## src/nlt_pkg.sv

```systemverilog
`default_nettype none
package nlt_pkg;

	localparam int MAX_DEGREE_DEF = 7;
	localparam int FLD_W = 3;
	localparam int ANGLE_W = 31;
	localparam int ENT_W = 32;
	localparam int TRIG_W = 34;
	localparam int COEF_W = 34;
	localparam int Z_W = 36;
	localparam int R_W = 36;
	localparam int ACC_W = 40;
	localparam int PROD_W = 66;
	localparam int FRAC_SH = 30;
	localparam int OUT_SH = 4;
	localparam int CORDIC_STEPS = 30;
	localparam int STEP_W = 5;
	localparam int TAB_NW = 3;
	localparam int TAB_IW = 2 * TAB_NW;
	localparam int TAB_N = 1 << TAB_NW;
	localparam int PC_W = 4;
	localparam int CFG_IDX_W = 2;

	localparam logic signed [TRIG_W-1:0] GAIN_INV = TRIG_W'(652032874);
	localparam logic signed [Z_W-1:0] HALF_PI_Q30 = Z_W'(64'd1686629713);
	localparam logic signed [Z_W-1:0] PI_Q30 = Z_W'(64'd3373259426);
	localparam logic signed [ENT_W-1:0] ONE_Q24 = ENT_W'(1 << 24);
	localparam logic signed [ACC_W-1:0] LIM31 = ACC_W'(64'd2147483647);

	localparam logic [CFG_IDX_W-1:0] REG_MAX_DEGREE = CFG_IDX_W'(0);
	localparam logic [CFG_IDX_W-1:0] REG_MAX_ORDER = CFG_IDX_W'(1);

	typedef enum logic [3:0] {
		ST_IDLE,
		ST_CORDIC,
		ST_INIT,
		ST_LD0,
		ST_LD1,
		ST_LD2,
		ST_MUL,
		ST_WB,
		ST_EM_RD,
		ST_EM_LD,
		ST_EM_OUT
	} state_t;

	typedef enum logic [2:0] {X_P1, X_D1, X_P2, X_D2, X_ACC, X_TMP} xsel_t;
	typedef enum logic [1:0] {K_C, K_S, K_COEF} ksel_t;
	typedef enum logic [2:0] {CF_DG, CF_E, CF_A, CF_B, CF_CC} cf_t;
	typedef enum logic [2:0] {DST_TMP, DST_LD, DST_ADD, DST_SUB, DST_WR_P, DST_WR_D} dst_t;
	typedef enum logic [1:0] {MO_DIAG, MO_SUB, MO_COL} mo_t;

	typedef struct packed {
		xsel_t xs;
		ksel_t ks;
		cf_t   cf;
		dst_t  dst;
		mo_t   mo;
		logic  last;
	} uop_t;

	typedef logic [TAB_N*TAB_N-1:0][COEF_W-1:0] coef_tab_t;

	function automatic uop_t mk(input xsel_t xs, input ksel_t ks, input cf_t cf,
			input dst_t dst, input mo_t mo, input logic last);
		uop_t u;
		u.xs = xs;
		u.ks = ks;
		u.cf = cf;
		u.dst = dst;
		u.mo = mo;
		u.last = last;
		return u;
	endfunction

	// diagonal job: pair (n,n) and (n,n-1); column job: entry (n,m)
	function automatic uop_t uop_rom(input logic col, input logic [PC_W-1:0] pc);
		uop_t u;
		u = mk(X_ACC, K_COEF, CF_A, DST_TMP, MO_COL, 1'b1);
		unique case ({col, pc})
			5'h00: u = mk(X_P1, K_C, CF_DG, DST_TMP, MO_DIAG, 1'b0);
			5'h01: u = mk(X_TMP, K_COEF, CF_DG, DST_WR_P, MO_DIAG, 1'b0);
			5'h02: u = mk(X_D1, K_C, CF_DG, DST_LD, MO_DIAG, 1'b0);
			5'h03: u = mk(X_P1, K_S, CF_DG, DST_SUB, MO_DIAG, 1'b0);
			5'h04: u = mk(X_ACC, K_COEF, CF_DG, DST_WR_D, MO_DIAG, 1'b0);
			5'h05: u = mk(X_P1, K_S, CF_E, DST_TMP, MO_SUB, 1'b0);
			5'h06: u = mk(X_TMP, K_COEF, CF_E, DST_WR_P, MO_SUB, 1'b0);
			5'h07: u = mk(X_P1, K_C, CF_E, DST_LD, MO_SUB, 1'b0);
			5'h08: u = mk(X_D1, K_S, CF_E, DST_ADD, MO_SUB, 1'b0);
			5'h09: u = mk(X_ACC, K_COEF, CF_E, DST_WR_D, MO_SUB, 1'b1);
			5'h10: u = mk(X_P1, K_S, CF_B, DST_TMP, MO_COL, 1'b0);
			5'h11: u = mk(X_TMP, K_COEF, CF_B, DST_LD, MO_COL, 1'b0);
			5'h12: u = mk(X_P2, K_COEF, CF_CC, DST_SUB, MO_COL, 1'b0);
			5'h13: u = mk(X_ACC, K_COEF, CF_A, DST_WR_P, MO_COL, 1'b0);
			5'h14: u = mk(X_D1, K_S, CF_B, DST_TMP, MO_COL, 1'b0);
			5'h15: u = mk(X_TMP, K_COEF, CF_B, DST_LD, MO_COL, 1'b0);
			5'h16: u = mk(X_P1, K_C, CF_B, DST_TMP, MO_COL, 1'b0);
			5'h17: u = mk(X_TMP, K_COEF, CF_B, DST_ADD, MO_COL, 1'b0);
			5'h18: u = mk(X_D2, K_COEF, CF_CC, DST_SUB, MO_COL, 1'b0);
			5'h19: u = mk(X_ACC, K_COEF, CF_A, DST_WR_D, MO_COL, 1'b1);
			default: u = mk(X_ACC, K_COEF, CF_A, DST_TMP, MO_COL, 1'b1);
		endcase
		return u;
	endfunction

	function automatic logic [Z_W-1:0] atan_q30(input logic [STEP_W-1:0] i);
		logic [Z_W-1:0] a;
		unique case (i)
			5'd0:  a = Z_W'(843314856);
			5'd1:  a = Z_W'(497837829);
			5'd2:  a = Z_W'(263043836);
			5'd3:  a = Z_W'(133525158);
			5'd4:  a = Z_W'(67021686);
			5'd5:  a = Z_W'(33543515);
			5'd6:  a = Z_W'(16775850);
			5'd7:  a = Z_W'(8388437);
			5'd8:  a = Z_W'(4194282);
			5'd9:  a = Z_W'(2097149);
			5'd10: a = Z_W'(1048575);
			5'd11: a = Z_W'(524287);
			5'd12: a = Z_W'(262143);
			5'd13: a = Z_W'(131071);
			5'd14: a = Z_W'(65535);
			5'd15: a = Z_W'(32767);
			5'd16: a = Z_W'(16383);
			5'd17: a = Z_W'(8191);
			5'd18: a = Z_W'(4095);
			5'd19: a = Z_W'(2047);
			5'd20: a = Z_W'(1023);
			5'd21: a = Z_W'(511);
			5'd22: a = Z_W'(255);
			5'd23: a = Z_W'(127);
			5'd24: a = Z_W'(63);
			5'd25: a = Z_W'(31);
			5'd26: a = Z_W'(15);
			5'd27: a = Z_W'(7);
			5'd28: a = Z_W'(3);
			5'd29: a = Z_W'(1);
			default: a = '0;
		endcase
		return a;
	endfunction

	function automatic logic signed [ENT_W-1:0] sat31(input logic signed [ACC_W-1:0] v);
		logic signed [ENT_W-1:0] r;
		if (v > LIM31) begin
			r = LIM31[ENT_W-1:0];
		end else if (v < -LIM31) begin
			r = ENT_W'(-LIM31);
		end else begin
			r = v[ENT_W-1:0];
		end
		return r;
	endfunction

	// elaboration-time helpers for the coefficient tables
	function automatic logic [63:0] isqrt64(input logic [63:0] x_in);
		logic [63:0] x;
		logic [63:0] res;
		logic [63:0] b;
		x = x_in;
		res = '0;
		b = 64'd1 << 62;
		for (int k = 0; k < 32; k++) begin
			if (x >= res + b) begin
				x = x - (res + b);
				res = (res >> 1) + b;
			end else begin
				res = res >> 1;
			end
			b = b >> 2;
		end
		return res;
	endfunction

	function automatic logic [COEF_W-1:0] coef_q30(input logic [63:0] p, input logic [63:0] q);
		logic [63:0] u;
		logic [63:0] hi;
		logic [63:0] rem;
		logic [63:0] frac;
		u = p << 56;
		hi = '0;
		rem = '0;
		frac = '0;
		for (int i = 63; i >= 0; i--) begin
			rem = {rem[62:0], u[i]};
			if (rem >= q) begin
				rem = rem - q;
				hi[i] = 1'b1;
			end
		end
		for (int i = 3; i >= 0; i--) begin
			rem = {rem[62:0], 1'b0};
			if (rem >= q) begin
				rem = rem - q;
				frac[i] = 1'b1;
			end
		end
		return COEF_W'(isqrt64((hi << 4) + frac));
	endfunction

	function automatic coef_tab_t build_tab(input cf_t kind);
		coef_tab_t tab;
		int p;
		int q;
		logic ok;
		for (int n = 0; n < TAB_N; n++) begin
			for (int m = 0; m < TAB_N; m++) begin
				p = 0;
				q = 1;
				ok = 1'b0;
				unique case (kind)
					CF_DG: begin
						ok = (n >= 1);
						p = (n == 1) ? 3 : 2 * n + 1;
						q = (n == 1) ? 1 : 2 * n;
					end
					CF_E: begin
						ok = (n >= 1);
						p = 2 * n + 1;
					end
					CF_B: begin
						ok = (n >= 2);
						p = 2 * n - 1;
					end
					CF_A: begin
						ok = (n >= m + 2);
						p = 2 * n + 1;
						q = ok ? (n - m) * (n + m) : 1;
					end
					CF_CC: begin
						ok = (n >= m + 2);
						p = ok ? (n + m - 1) * (n - m - 1) : 0;
						q = ok ? 2 * n - 3 : 1;
					end
					default: ok = 1'b0;
				endcase
				tab[n * TAB_N + m] = ok ? coef_q30(64'(p), 64'(q)) : '0;
			end
		end
		return tab;
	endfunction

endpackage
`default_nettype wire

```

## src/nlt_cordic.sv

```systemverilog
`default_nettype none
module nlt_cordic
	import nlt_pkg::*;
(
	input  wire logic                      clk,
	input  wire logic                      arst_n,
	input  wire logic                      start,
	input  wire logic signed [ANGLE_W-1:0] angle,
	output logic                           done,
	output logic signed [TRIG_W-1:0]       cos_val,
	output logic signed [TRIG_W-1:0]       sin_val
);

	logic                     busy_q;
	logic                     done_q;
	logic                     flip_q;
	logic [STEP_W-1:0]        step_q;
	logic signed [TRIG_W-1:0] x_q;
	logic signed [TRIG_W-1:0] y_q;
	logic signed [Z_W-1:0]    z_q;

	logic signed [Z_W-1:0]    z_in;
	logic signed [Z_W-1:0]    z_red;
	logic                     flip_in;
	logic signed [TRIG_W-1:0] dx;
	logic signed [TRIG_W-1:0] dy;
	logic signed [Z_W-1:0]    at;

	// fold the angle into +-pi/2; sine and cosine flip sign
	always_comb begin
		z_in = Z_W'(angle) <<< 2;
		z_red = z_in;
		flip_in = 1'b0;
		priority if (z_in > HALF_PI_Q30) begin
			z_red = z_in - PI_Q30;
			flip_in = 1'b1;
		end else if (z_in < -HALF_PI_Q30) begin
			z_red = z_in + PI_Q30;
			flip_in = 1'b1;
		end else begin
			z_red = z_in;
		end
	end

	assign dx = y_q >>> step_q;
	assign dy = x_q >>> step_q;
	assign at = $signed(atan_q30(step_q));

	always_ff @(posedge clk or negedge arst_n) begin
		if (!arst_n) begin
			busy_q <= 1'b0;
			done_q <= 1'b0;
			step_q <= '0;
		end else begin
			done_q <= 1'b0;
			if (start) begin
				busy_q <= 1'b1;
				step_q <= '0;
			end else if (busy_q) begin
				if (step_q == STEP_W'(CORDIC_STEPS - 1)) begin
					busy_q <= 1'b0;
					done_q <= 1'b1;
				end
				step_q <= step_q + STEP_W'(1);
			end
		end
	end

	always_ff @(posedge clk) begin
		if (start) begin
			x_q <= GAIN_INV;
			y_q <= '0;
			z_q <= z_red;
			flip_q <= flip_in;
		end else if (busy_q) begin
			if (z_q >= 0) begin
				x_q <= x_q - dx;
				y_q <= y_q + dy;
				z_q <= z_q - at;
			end else begin
				x_q <= x_q + dx;
				y_q <= y_q - dy;
				z_q <= z_q + at;
			end
		end
	end

	assign done = done_q;
	assign cos_val = flip_q ? -x_q : x_q;
	assign sin_val = flip_q ? -y_q : y_q;

endmodule
`default_nettype wire

```

## config.mk

```make
export PLATFORM = sky130hd
export DESIGN_NAME = nlt_cordic
export DESIGN_NICKNAME = d
export VERILOG_FILES = /design/src/nlt_pkg.sv /design/src/nlt_cordic.sv
export SDC_FILE = /design/constraint.sdc
export NUM_CORES = 1
export LEC_CHECK = 0
export ABC_CLOCK_PERIOD_IN_PS = 20100
export BUFFER_PORTS_ARGS = -buffer_cell sky130_fd_sc_hd__buf_2
export CAP_MARGIN = 25
export CORE_AREA = 5 5 238 240
export CTS_CLUSTER_DIAMETER = 150
export DETAILED_ROUTE_END_ITERATION = 8
export DIE_AREA = 0 0 243 245
export MAX_ROUTING_LAYER = met4
export PLACE_DENSITY_LB_ADDON = 0.08
export SYNTH_ARGS = -nofsm -noshare
export SYNTH_HDL_FRONTEND = slang
export SYNTH_SLANG_ARGS = --single-unit
```

## constraint.sdc

```tcl
create_clock -name clk -period 20.1 [get_ports clk]
set_clock_uncertainty 0.15 [all_clocks]
set_input_delay 3.015 -clock clk [delete_from_list [all_inputs] [get_ports clk]]
set_output_delay 3.015 -clock clk [all_outputs]
set_load 0.01 [all_outputs]
```

==> results_dict.tcl, run 1 <==
set metrics [dict create \
    dominant_combinational_cell_family_by_area_after_synthesis "compound AO/OA/AOI/OAI gates" \
    min_period_ns 8.30 \
    final-hold-violation-count 0 \
    complex_gate_fraction_of_the_synthesized_area_pct 24.4 \
    critical_path.max_fanout 68 \
    synth-seq-area-share_pct 14.1 \
    grtUsageTotal_pct 23.8 \
    num_io_pins 103 \
    num-nets-final 2496 \
    insertedDiodeCount 0 \
    setup_viol_count_final 0 \
    grt_pass1_wl_um 109000 \
    grt_overflow 0 \
    rsz_0062_raised_after_global_routing "false" \
    finalWirelength_um 71300 \
    min_delay_path_depth 2 \
    critPathMaxStageDelay_ns 0.92 \
    timing.setup.critical_path_class "flip-flop to flip-flop" \
    detail-route-antenna-nets 0 \
    hold_path_sink "x_q[0]$_SDFFE_PP0P_" \
    status "completed" \
    syn_avg_cell_area_um2 7.89 \
    routed-via-count 18205 \
    maxSlewHeadroom_pct 26.7 \
    final_max_slew_viol_count 0 \
    critical_path.endpoint_type "flip-flop" \
    power.static_leakage_nw 8.25 \
    cp_data_arrival_time_ns 8.50 \
    areaGrowthSynthToFinish_pct 5.75 \
    tritoncts "done" \
    net-switching-power_w 0.00222 \
    p_clk_share_pct 4.7 \
    synth.top_cell.area_share_pct 8.99 \
    fin_cells 3047 \
    place.detailed.instances 3031 \
    grt_antenna_before_repair 0 \
    die_area_mm2 0.0595 \
    maximum_number_of_pins_on_one_net_before_global_route_repair 71 \
    postCtsSetupBuffers 0 \
    intPower_w 0.00197 \
    number_of_global_route_vias_before_repair 17712 \
    hold_slack_ns 0.411 \
    tritoncts.num_buffers 9 \
    post_drt_via_cell_ratio 5.97 \
    upper_clock_frequency_limit_mhz 121 \
    r2r-start "step_q[1]$_DFFE_PN0P_" \
    num-fill-cells 5805 \
    reg2regPathDepth 23 \
    rr_endpoint "x_q[33]$_SDFFE_PP0P_" \
    initial_utilization_pct 34.6 \
    cts_max_level 3 \
    multiInputGateArea_mm2 0.0150 \
    post_drt_wl_per_cell_um 23.4 \
    path_cells "buf_4 -> mux4_2 -> mux2i_1 -> a21oi_1 -> a221oi_1 -> nand4_1 -> nor4_1 -> nor2b_1 -> nand2_1 -> o21ai_0 -> xnor2_1 -> ha_1 -> a21o_1 -> a221o_1 -> and4_1 -> a2111oi_0 -> nor3b_1 -> a2111oi_0 -> nor3_1 -> o21ai_0 -> a21o_1 -> a31o_2 -> a21oi_1" \
    routability_congestion 0.976 \
    dp.final_hpwl_um 53900 \
    place.port_buffers 102 \
    async_reset_ff_share_pct 6.25 \
    drt_first_pass_iters 6 \
    ys_top_cells_by_area "xnor2_1 (9.0%), mux4_2 (8.5%), ha_1 (8.0%)" \
    least_margin_pin_slew_ns 1.10 \
    cpMaxStageDelayCell "dfrtp_4" \
    core_mm2 0.0544 \
    yosysTopAreaCell "xnor2_1" \
    setup_total_negative_slack_ns 0 \
    cellPowerDensity_mw_per_mm2 211 \
    cts_hold_buf 0 \
    postSynthNetCount 2541 \
    combinationalPowerShare_pct 81.0 \
    synthesized_netlist_cell_count 2383 \
    yosysWarningCount 0 \
    post_synth_xor_area_fraction_pct 12.6 \
    clk_latency_ns 0.41 \
    net_switching_share_of_the_total_power_pct 53.0 \
    muxShareOfSynthArea_pct 17.0 \
    timing.final.crit_share_pct 41.3 \
    drt_first_iter_violations 1536 \
    detail_route.drc_violations 0 \
    ctsResizeCount 0 \
    drv.max_cap_violation_count 0 \
    synth_top_flop_cell "dfxtp_1" \
    vdd_drop_max_mv 0.0844 \
    row_count 86 \
    yosysUniqueCellTypes 96 \
    path_clk_slew_ns 0.09 \
    power_frac_seq_pct 14.2 \
    simple_gate_share_of_the_synthesized_area_pct 17.5 \
    syn-cell-area_mm2 0.0188 \
    hold_class "flip-flop to flip-flop" \
    r2r_setup_slack_ns 11.80 \
    clk_root_buffer_cell "clkbuf_16" \
    worst_ep_required_time_ns 20.30 \
    die_height_um 245 \
    numClockSinks 112 \
    seq_area_mm2 0.00266 \
    clockBufferDepth 2 \
    adder_and_majority_gate_portion_of_the_synthesized_area_pct 8.37 \
    synth_enable_flop_cells 37 \
    die_x_um 243 \
    ys_seq_elements 112 \
    min-delay-start "x_q[0]$_SDFFE_PP0P_" \
    worstSetupStartpointType "flip-flop" \
    drive_above_1_share_pct 12.9 \
]
## cell usage after synthesis (all sizes together) (27+ instances only)
master and number:
mux2i 100, a21o 62, o31ai 43, mux4 78, dfxtp 68, a21oi 173
ha 121, nor3 31, o21ai 161, nand2 218, edfxtp 37, inv 71
xor2 77, nand3 52, nand2b 27, xnor2 193, nor2 216, clkbuf 114
mux2 36, buf 74
## layer usage
metal	part of all wire (%)	vias to the layer above	global-route usage, %
li1	-	8704	-
met1	43	8855	29.5
met2	49	555	40.9
met3	4.3	91	2.47
met4	3.3	0	8.29
met5	0	-	-
## sequential cells by signal, indices dropped and copies added (netlist names)
name    cells
step_q      5
y_q        34
x_q        34
busy_q      1
done        1
flip_q      1
z_q        36
## layout by cell type, fill, tap and decap left out, types with 9 or more instances in the layout
| cell | instances |
|---|---|
| a211oi_1 | 22 |
| a21boi_0 | 10 |
| a21o_1 | 62 |
| a21oi_1 | 173 |
| a221oi_1 | 9 |
| a31oi_1 | 22 |
| and2_1 | 13 |
| and3_1 | 18 |
| buf_2 | 101 |
| buf_4 | 31 |
| clkbuf_16 | 10 |
| dfxtp_1 | 68 |
| edfxtp_1 | 37 |
| ha_1 | 121 |
| inv_1 | 68 |
| mux2_2 | 33 |
| mux2i_1 | 99 |
| mux4_2 | 71 |
| nand2_1 | 217 |
| nand2b_1 | 27 |
| nand3_1 | 52 |
| nand4_1 | 12 |
| nor2_1 | 216 |
| nor2b_1 | 17 |
| nor3_1 | 30 |
| nor4_1 | 9 |
| o211ai_1 | 25 |
| o21a_1 | 17 |
| o21ai_0 | 160 |
| o21bai_1 | 22 |
| o22ai_1 | 24 |
| o31ai_1 | 43 |
| o41ai_1 | 10 |
| or2_2 | 19 |
| or3_1 | 26 |
| or4_1 | 9 |
| xnor2_1 | 193 |
| xor2_1 | 77 |
## power by group through the flow
stage          combinational [W]  clock [W]  sequential [W]
2_1_floorplan            0.00273          0        0.000427
3_3_place_gp             0.00337          0        0.000596
3_5_place_dp             0.00337          0        0.000599
4_1_cts                  0.00339   0.000207        0.000594
5_1_grt                  0.00378   0.000214        0.000612
6_report                 0.00339   0.000199        0.000596
## metrics by stage
stage | instance area, µm² | setup WS (ns) | total power [W] | util, %
2_1_floorplan | 18800 | 13.15 | 0.00315 | -
3_3_place_gp | 19600 | 12.03 | 0.00397 | 36.0
3_5_place_dp | 19600 | 11.91 | 0.00397 | 36.0
4_1_cts | 19900 | 11.89 | 0.00420 | 36.5
5_1_grt | 19900 | 11.20 | 0.00461 | 36.5
6_report | 19900 | 11.80 | 0.00419 | 36.5
## worst max-delay path by stage
stage | startpoint | to | slack, ns | depth (start not counted)
floorplan | step_q[0]$_DFFE_PN0P_ | z_q[34]$_DFFE_PP_ | 13.15 | 29
global placement | step_q[1]$_DFFE_PN0P_ | x_q[33]$_SDFFE_PP0P_ | 12.03 | 23
detailed placement | step_q[1]$_DFFE_PN0P_ | x_q[33]$_SDFFE_PP0P_ | 11.91 | 22
CTS | step_q[1]$_DFFE_PN0P_ | x_q[33]$_SDFFE_PP0P_ | 11.89 | 22
global route | step_q[1]$_DFFE_PN0P_ | x_q[33]$_SDFFE_PP0P_ | 11.20 | 23
finish | step_q[1]$_DFFE_PN0P_ | x_q[33]$_SDFFE_PP0P_ | 11.80 | 23
## worst max-delay path: cells and delay by family, from the launching register on
kind            cells  cell delay [ns]
buf+inv             1             0.82
mux                 2             0.78
compound gates     11             3.01
simple gates        7             1.99
fa+ha+maj           1             0.37
xor+xnor            1             0.10
flops               1             0.92
## layout make-up
| type | instances | area share, % |
|---|---|---|
| inverters | 72 | 1.36 |
| flip-flops and latches | 112 | 13.4 |
| clock buffers | 11 | 1.28 |
| multi-input cells | 2011 | 75.6 |
| repair buffers | 132 | 3.71 |
| well taps | 704 | 4.43 |
| clock inverters | 5 | 0.226 |
## kinds of logic after synthesis
family                   Yosys count
AO/OA/AOI/OAI                    705
XOR/XNOR                         270
adder cells (fa/ha/maj)          124
buffers and inverters            260
flip-flops                       112
multiplexers                     214
AND/OR/NAND/NOR                  698
(Power assumes the default switching activity.)
==> run 2: changes to the inputs <==
--- a/config.mk
+++ b/config.mk
@@ -5,7 +5,7 @@
 export SDC_FILE = /design/constraint.sdc
 export NUM_CORES = 1
 export LEC_CHECK = 0
-export ABC_CLOCK_PERIOD_IN_PS = 20100
+export ABC_CLOCK_PERIOD_IN_PS = 6700
 export BUFFER_PORTS_ARGS = -buffer_cell sky130_fd_sc_hd__buf_2
 export CAP_MARGIN = 25
 export CORE_AREA = 5 5 238 240
==> constraint.sdc (replaced) <==
create_clock -name clk -period 6.7 [get_ports clk]
set_clock_uncertainty 0.15 [all_clocks]
set_input_delay 1.005 -clock clk [delete_from_list [all_inputs] [get_ports clk]]
set_output_delay 1.005 -clock clk [all_outputs]
set_load 0.01 [all_outputs]
==> run 2 against run 1 <==
  * Sequential power grew to 2.6 times the previous value
  * Routed wire length is 7.1% higher
  * Sequential cell count did not move
  * Cell area grew 9.4%
  * Register-to-register slack got worse by 12 ns
==> results_dict.tcl, run 2 (synthesis gave the netlist of run 1 again) <==
set metrics [dict create \
    status "completed" \
    drt_first_iter_violations 1433 \
    final-hold-violation-count 0 \
    maximum_number_of_pins_on_one_net_before_global_route_repair 68 \
    tritoncts.num_buffers 9 \
    cellPowerDensity_mw_per_mm2 622 \
    post_drt_wl_per_cell_um 23.5 \
    place.port_buffers 102 \
    dp.final_hpwl_um 60700 \
    number_of_global_route_vias_before_repair 18546 \
    setup_viol_count_final 0 \
    min_period_ns 6.41 \
    grt_overflow 0 \
    numClockSinks 112 \
    finalWirelength_um 76300 \
    hold_class "primary input to async pin" \
    multiInputGateArea_mm2 0.0153 \
    timing.final.crit_share_pct 95.6 \
    drive_above_1_share_pct 21.1 \
    layout_common_cells "buf_4 (219), nand2_1 (217), nor2_1 (215), xnor2_1 (193), a21oi_1 (170)" \
    least_margin_pin_slew_ns 1.08 \
    die_height_um 245 \
    detail-route-antenna-nets 0 \
    grt_pass1_wl_um 116000 \
    die_area_mm2 0.0595 \
    upper_clock_frequency_limit_mhz 156 \
    grt_antenna_before_repair 2 \
    detail_route.drc_violations 0 \
    clk_root_buffer_cell "clkbuf_16" \
    final_core_util_pct 40.0 \
    post_drt_via_cell_ratio 5.81 \
    worst_ep_required_time_ns 6.89 \
    timing.setup.critical_path_class "flip-flop to flip-flop" \
    routability_congestion 0.971 \
    vdd_drop_max_mv 0.229 \
    cts_hold_buf 0 \
    areaGrowthSynthToFinish_pct 15.7 \
    worstSetupStartpointType "flip-flop" \
    maxSlewHeadroom_pct 27.4 \
    p_clk_share_pct 4.3 \
    totalPowerFinal_w 0.0135 \
    power_frac_seq_pct 11.6 \
    most_common_cell_after_layout_fill_and_taps_aside "buf_4" \
    seq_area_mm2 0.00267 \
    row_count 86 \
    net_switching_share_of_the_total_power_pct 51.4 \
    largest_register_ffs 36 \
    clockBufferDepth 2 \
    drv.max_cap_violation_count 0 \
    core_mm2 0.0544 \
    num-fill-cells 5693 \
    critical_path.max_fanout 23 \
    final_max_slew_viol_count 0 \
    die_x_um 243 \
    hold_slack_ns 0.282 \
    grtUsageTotal_pct 25.6 \
    met3_usage_pct 2.62 \
    clk_latency_ns 0.42 \
    num_io_pins 103 \
    met2_usage_pct 44.2 \
    drt_first_pass_iters 6 \
    critical_path.endpoint_type "flip-flop" \
    routed-via-count 18890 \
    net-switching-power_w 0.00695 \
    met1_usage_pct 30.6 \
    layer_carrying_the_most_global_route_usage "met2" \
    top_register "z_q" \
    power.static_leakage_nw 9.28 \
    intPower_w 0.00658 \
    cts_max_level 3 \
    combinationalPowerShare_pct 84.1 \
    initial_utilization_pct 34.6 \
    cp_data_arrival_time_ns 6.60 \
    tritoncts "done" \
    num-nets-final 2698 \
    path_clk_slew_ns 0.10 \
    top_regs "z_q x36, x_q x34, y_q x34" \
]
## run 2: changes by cell type in the layout (fill, tap and decap cells not counted), sizes merged
cell	delta
diode	+2
buf	+202
clkinv	+2
inv	-1
clkbuf	-1
## run 2: final timing paths
path / startpoint / depth (start not counted) / slack, ns / end
hold reg to reg: x_q[0]$_SDFFE_PP0P_ / 2 / 0.44 / x_q[0]$_SDFFE_PP0P_
setup / recovery: step_q[1]$_DFFE_PN0P_ / 24 / 0.29 / x_q[33]$_SDFFE_PP0P_
min in group clk: x_q[0]$_SDFFE_PP0P_ / 2 / 0.44 / x_q[0]$_SDFFE_PP0P_
hold / removal: arst_n / 1 / 0.28 / done$_DFF_PN0_
max in group asynchronous: arst_n / 1 / 5.88 / step_q[1]$_DFFE_PN0P_
setup reg to reg: step_q[1]$_DFFE_PN0P_ / 24 / 0.29 / x_q[33]$_SDFFE_PP0P_
## run 2: routing by layer
layer  wire [µm]  up-vias  part of all wire [%]
met5           0        -                     0
met2       37700      541                    49
met4        3340        0                   4.4
met1       31900     9147                    42
met3        3400      104                   4.5
li1            -     9098                     -
## run 2: worst max-delay path, cell delays in order, from the launching register on
cell and delay [ns]:
dfrtp_4 0.52, buf_12 0.22, mux4_2 0.53, mux2_2 0.29, a22oi_2 0.25, o211a_1 0.27
nand3_1 0.16, nor4_4 0.31, nor2b_2 0.21, nand2_1 0.13, o21ai_1 0.18, xnor2_1 0.14
ha_1 0.28, a21o_1 0.19, a221o_1 0.36, and4_1 0.21, a2111oi_1 0.36, buf_4 0.18
nor3b_1 0.22, a2111oi_0 0.20, nor3_1 0.26, o21ai_0 0.17, a21o_1 0.19, a31o_2 0.23
a21oi_1 0.10
## run 2: final cells by class
| class | count | share of cell area, % |
|---|---|---|
| Multi-Input combinational cell | 2011 | 70.1 |
| Inverter | 72 | 1.24 |
| Sequential cell | 112 | 12.2 |
| Tap cell | 704 | 4.05 |
| Clock buffer | 10 | 1.05 |
| Timing Repair Buffer | 334 | 11.0 |
| Clock inverter | 6 | 0.241 |
| Antenna cell | 2 | 0.0230 |
## run 2: stage by stage
| step | instances | setup WS (ns) | instance area [µm²] | TNS (ns) |
|---|---|---|---|---|
| finish | 3251 | 0.292 | 21800 | 0 |
| global route | 3251 | -0.0305 | 21800 | -0.0447 |
| global placement | 3215 | -0.102 | 21100 | -0.122 |
| detailed placement | 3216 | -0.235 | 21100 | -0.668 |
| CTS | 3232 | 0.000767 | 21400 | 0 |
| floorplan | 2383 | 0.0530 | 18800 | 0 |
## run 2: power groups by stage
stage               clock, W  sequential (W)  combinational, W
floorplan                  0         0.00128           0.00819
global placement           0         0.00158            0.0110
detailed placement         0         0.00158            0.0111
CTS                 0.000616         0.00157            0.0112
global route        0.000631         0.00161            0.0126
finish              0.000586         0.00156            0.0114
## run 2: what timing repair did
action | CTS | global route
setup endpoints to repair | 7 | 21
setup buffers | 0 | 16
gates resized for setup | 11 | 41
hold endpoints to repair | 0 | 0
pin swaps | 0 | 13
==> run 3: changes to the inputs <==
--- a/config.mk
+++ b/config.mk
@@ -13,7 +13,7 @@
 export DETAILED_ROUTE_END_ITERATION = 8
 export DIE_AREA = 0 0 243 245
 export MAX_ROUTING_LAYER = met4
-export PLACE_DENSITY_LB_ADDON = 0.08
+export PLACE_DENSITY_LB_ADDON = 0.05
 export SYNTH_ARGS = -nofsm -noshare
 export SYNTH_HDL_FRONTEND = slang
 export SYNTH_SLANG_ARGS = --single-unit
==> run 3 against run 2 <==
  * First-iteration DRC count grew 1.8%
  * Sequential power grew 3%
  * Setup slack lost 0.068 ns
  * Largest power group unchanged
==> results_dict.tcl, run 3 (synthesis gave the netlist of run 1 again) <==
set metrics [dict create \
    detail-route-antenna-nets 0 \
    cellPowerDensity_mw_per_mm2 629 \
    most_common_cell_after_layout_fill_and_taps_aside "buf_4" \
    hold_class "primary input to async pin" \
    cts_max_level 3 \
    setup_viol_count_final 0 \
    top_register "z_q" \
    net_switching_share_of_the_total_power_pct 50.5 \
    layout_common_cells "buf_4 (286), nand2_1 (217), nor2_1 (216), xnor2_1 (193), a21oi_1 (172)" \
    drt_first_iter_violations 1459 \
    met3_usage_pct 2.65 \
    maximum_number_of_pins_on_one_net_before_global_route_repair 68 \
    grt_overflow 0 \
    timing.setup.critical_path_class "flip-flop to flip-flop" \
    insertedDiodeCount 0 \
    reg2regPathDepth 21 \
    hold_slack_ns 0.309 \
    worstSetupStartpointType "flip-flop" \
    num-nets-final 2766 \
    core_mm2 0.0544 \
    min_period_ns 6.48 \
    layer_carrying_the_most_global_route_usage "met2" \
    power_frac_seq_pct 11.4 \
    finalInstanceArea_mm2 0.0222 \
    placed_cell_area_mm2 0.0216 \
    worst_ep_required_time_ns 6.84 \
    tritoncts.num_buffers 9 \
    die_height_um 245 \
    routed-via-count 19293 \
    post_drt_via_cell_ratio 5.82 \
    grtUsageTotal_pct 26.2 \
    clk_latency_ns 0.41 \
    critical_path.endpoint_type "flip-flop" \
    status "completed" \
    rr_endpoint "y_q[30]$_SDFFE_PP0P_" \
    detail_route.drc_violations 0 \
    num_io_pins 103 \
    clk_root_buffer_cell "clkbuf_16" \
    tritoncts "done" \
    upper_clock_frequency_limit_mhz 154 \
    initial_utilization_pct 34.6 \
    vdd_drop_max_mv 0.238 \
    maxSlewHeadroom_pct 35.2 \
    r2r-start "step_q[1]$_DFFE_PN0P_" \
    drt_first_pass_iters 5 \
    largest_register_ffs 36 \
    top_regs "z_q x36, x_q x34, y_q x34" \
    setup_total_negative_slack_ns 0 \
    finalWirelength_um 78400 \
    cts_hold_buf 0 \
    critical_path.max_fanout 20 \
    number_of_global_route_vias_before_repair 18948 \
    clockBufferDepth 2 \
    met2_usage_pct 46.4 \
    final_max_slew_viol_count 0 \
    path_clk_slew_ns 0.10 \
    totalPowerFinal_w 0.0140 \
    die_x_um 243 \
    least_margin_pin_slew_ns 0.965 \
    power.static_leakage_nw 9.60 \
    p_clk_share_pct 4.3 \
    post_drt_wl_per_cell_um 23.6 \
    place.port_buffers 102 \
    final-hold-violation-count 0 \
    timing.final.crit_share_pct 96.7 \
    intPower_w 0.00691 \
    grt_pass1_wl_um 118000 \
    rsz_0062_raised_after_global_routing "false" \
    combinationalPowerShare_pct 84.3 \
    dp.final_hpwl_um 62300 \
    row_count 86 \
    drv.max_cap_violation_count 0 \
    net-switching-power_w 0.00705 \
    cp_data_arrival_time_ns 6.62 \
    die_area_mm2 0.0595 \
    grt_antenna_before_repair 0 \
    numClockSinks 112 \
    areaGrowthSynthToFinish_pct 18.1 \
    drive_above_1_share_pct 22.8 \
    routability_congestion 0.991 \
    met1_usage_pct 31.8 \
    r2r_setup_slack_ns 0.22 \
]
run 3: repair_timing:
action                     CTS  global route
gates resized for setup      6            31
pin swaps                    0             6
setup endpoints to repair    6            17
setup buffers                7            10
run 3: cell type report:
type / count / area [µm²]
fill: 5635 / 32200
tap: 704 / 881
timing repair buffer: 402 / 2900
clock buffer: 11 / 243
inverter: 72 / 274
clock inverter: 5 / 46.3
sequential: 112 / 2670
multi-input combinational: 2011 / 15200
run 3: power groups by stage:
| stage | sequential, W | combinational [W] | clock, W |
|---|---|---|---|
| floorplan | 0.00128 | 0.00819 | 0 |
| global placement | 0.00161 | 0.0115 | 0 |
| detailed placement | 0.00161 | 0.0115 | 0 |
| CTS | 0.00159 | 0.0116 | 0.000630 |
| global route | 0.00163 | 0.0130 | 0.000649 |
| finish | 0.00160 | 0.0118 | 0.000603 |
run 3: worst max-delay path, cell delays in order (launching register included):
cell       delay [ns]
dfrtp_4          0.50
buf_12           0.16
buf_12           0.19
mux4_1           0.59
mux2_2           0.32
o2bb2ai_1        0.14
a211oi_2         0.39
nand4b_1         0.17
or4_4            0.49
o21ai_0          0.24
xor2_1           0.26
ha_1             0.29
a21o_1           0.20
a21o_1           0.17
a2111o_1         0.39
a211o_1          0.29
a32o_1           0.27
a211o_1          0.30
a21oi_2          0.20
o21bai_1         0.08
a21o_1           0.19
o311ai_0         0.34
run 3: per-layer routing:
| metal | wire, µm | vias up |
|---|---|---|
| met4 | 2400 | 0 |
| met3 | 3210 | 118 |
| met2 | 39500 | 526 |
| met5 | 0 | - |
| li1 | - | 9244 |
| met1 | 33300 | 9405 |
run 3: worst max-delay path by stage:
| stage | startpoint | end | slack [ns] | cells after the start |
|---|---|---|---|---|
| finish | step_q[1]$_DFFE_PN0P_ | y_q[30]$_SDFFE_PP0P_ | 0.22 | 21 |
| global route | step_q[1]$_DFFE_PN0P_ | y_q[33]$_SDFFE_PP0P_ | 0.0002 | 25 |
| CTS | step_q[1]$_DFFE_PN0P_ | x_q[33]$_SDFFE_PP0P_ | 0.01 | 25 |
| detailed placement | step_q[1]$_DFFE_PN0P_ | x_q[33]$_SDFFE_PP0P_ | -0.09 | 25 |
| global placement | step_q[1]$_DFFE_PN0P_ | x_q[33]$_SDFFE_PP0P_ | -0.01 | 25 |
| floorplan | step_q[0]$_DFFE_PN0P_ | z_q[34]$_DFFE_PP_ | 0.05 | 29 |
run 3: metrics by stage:
stage               setup WS (ns)  cells  utilization, %
finish                      0.224   3317            40.8
global route             0.000176   3317            40.8
CTS                        0.0110   3307            40.4
detailed placement        -0.0880   3284            39.7
global placement          -0.0103   3283            39.7
floorplan                  0.0530   2383               -
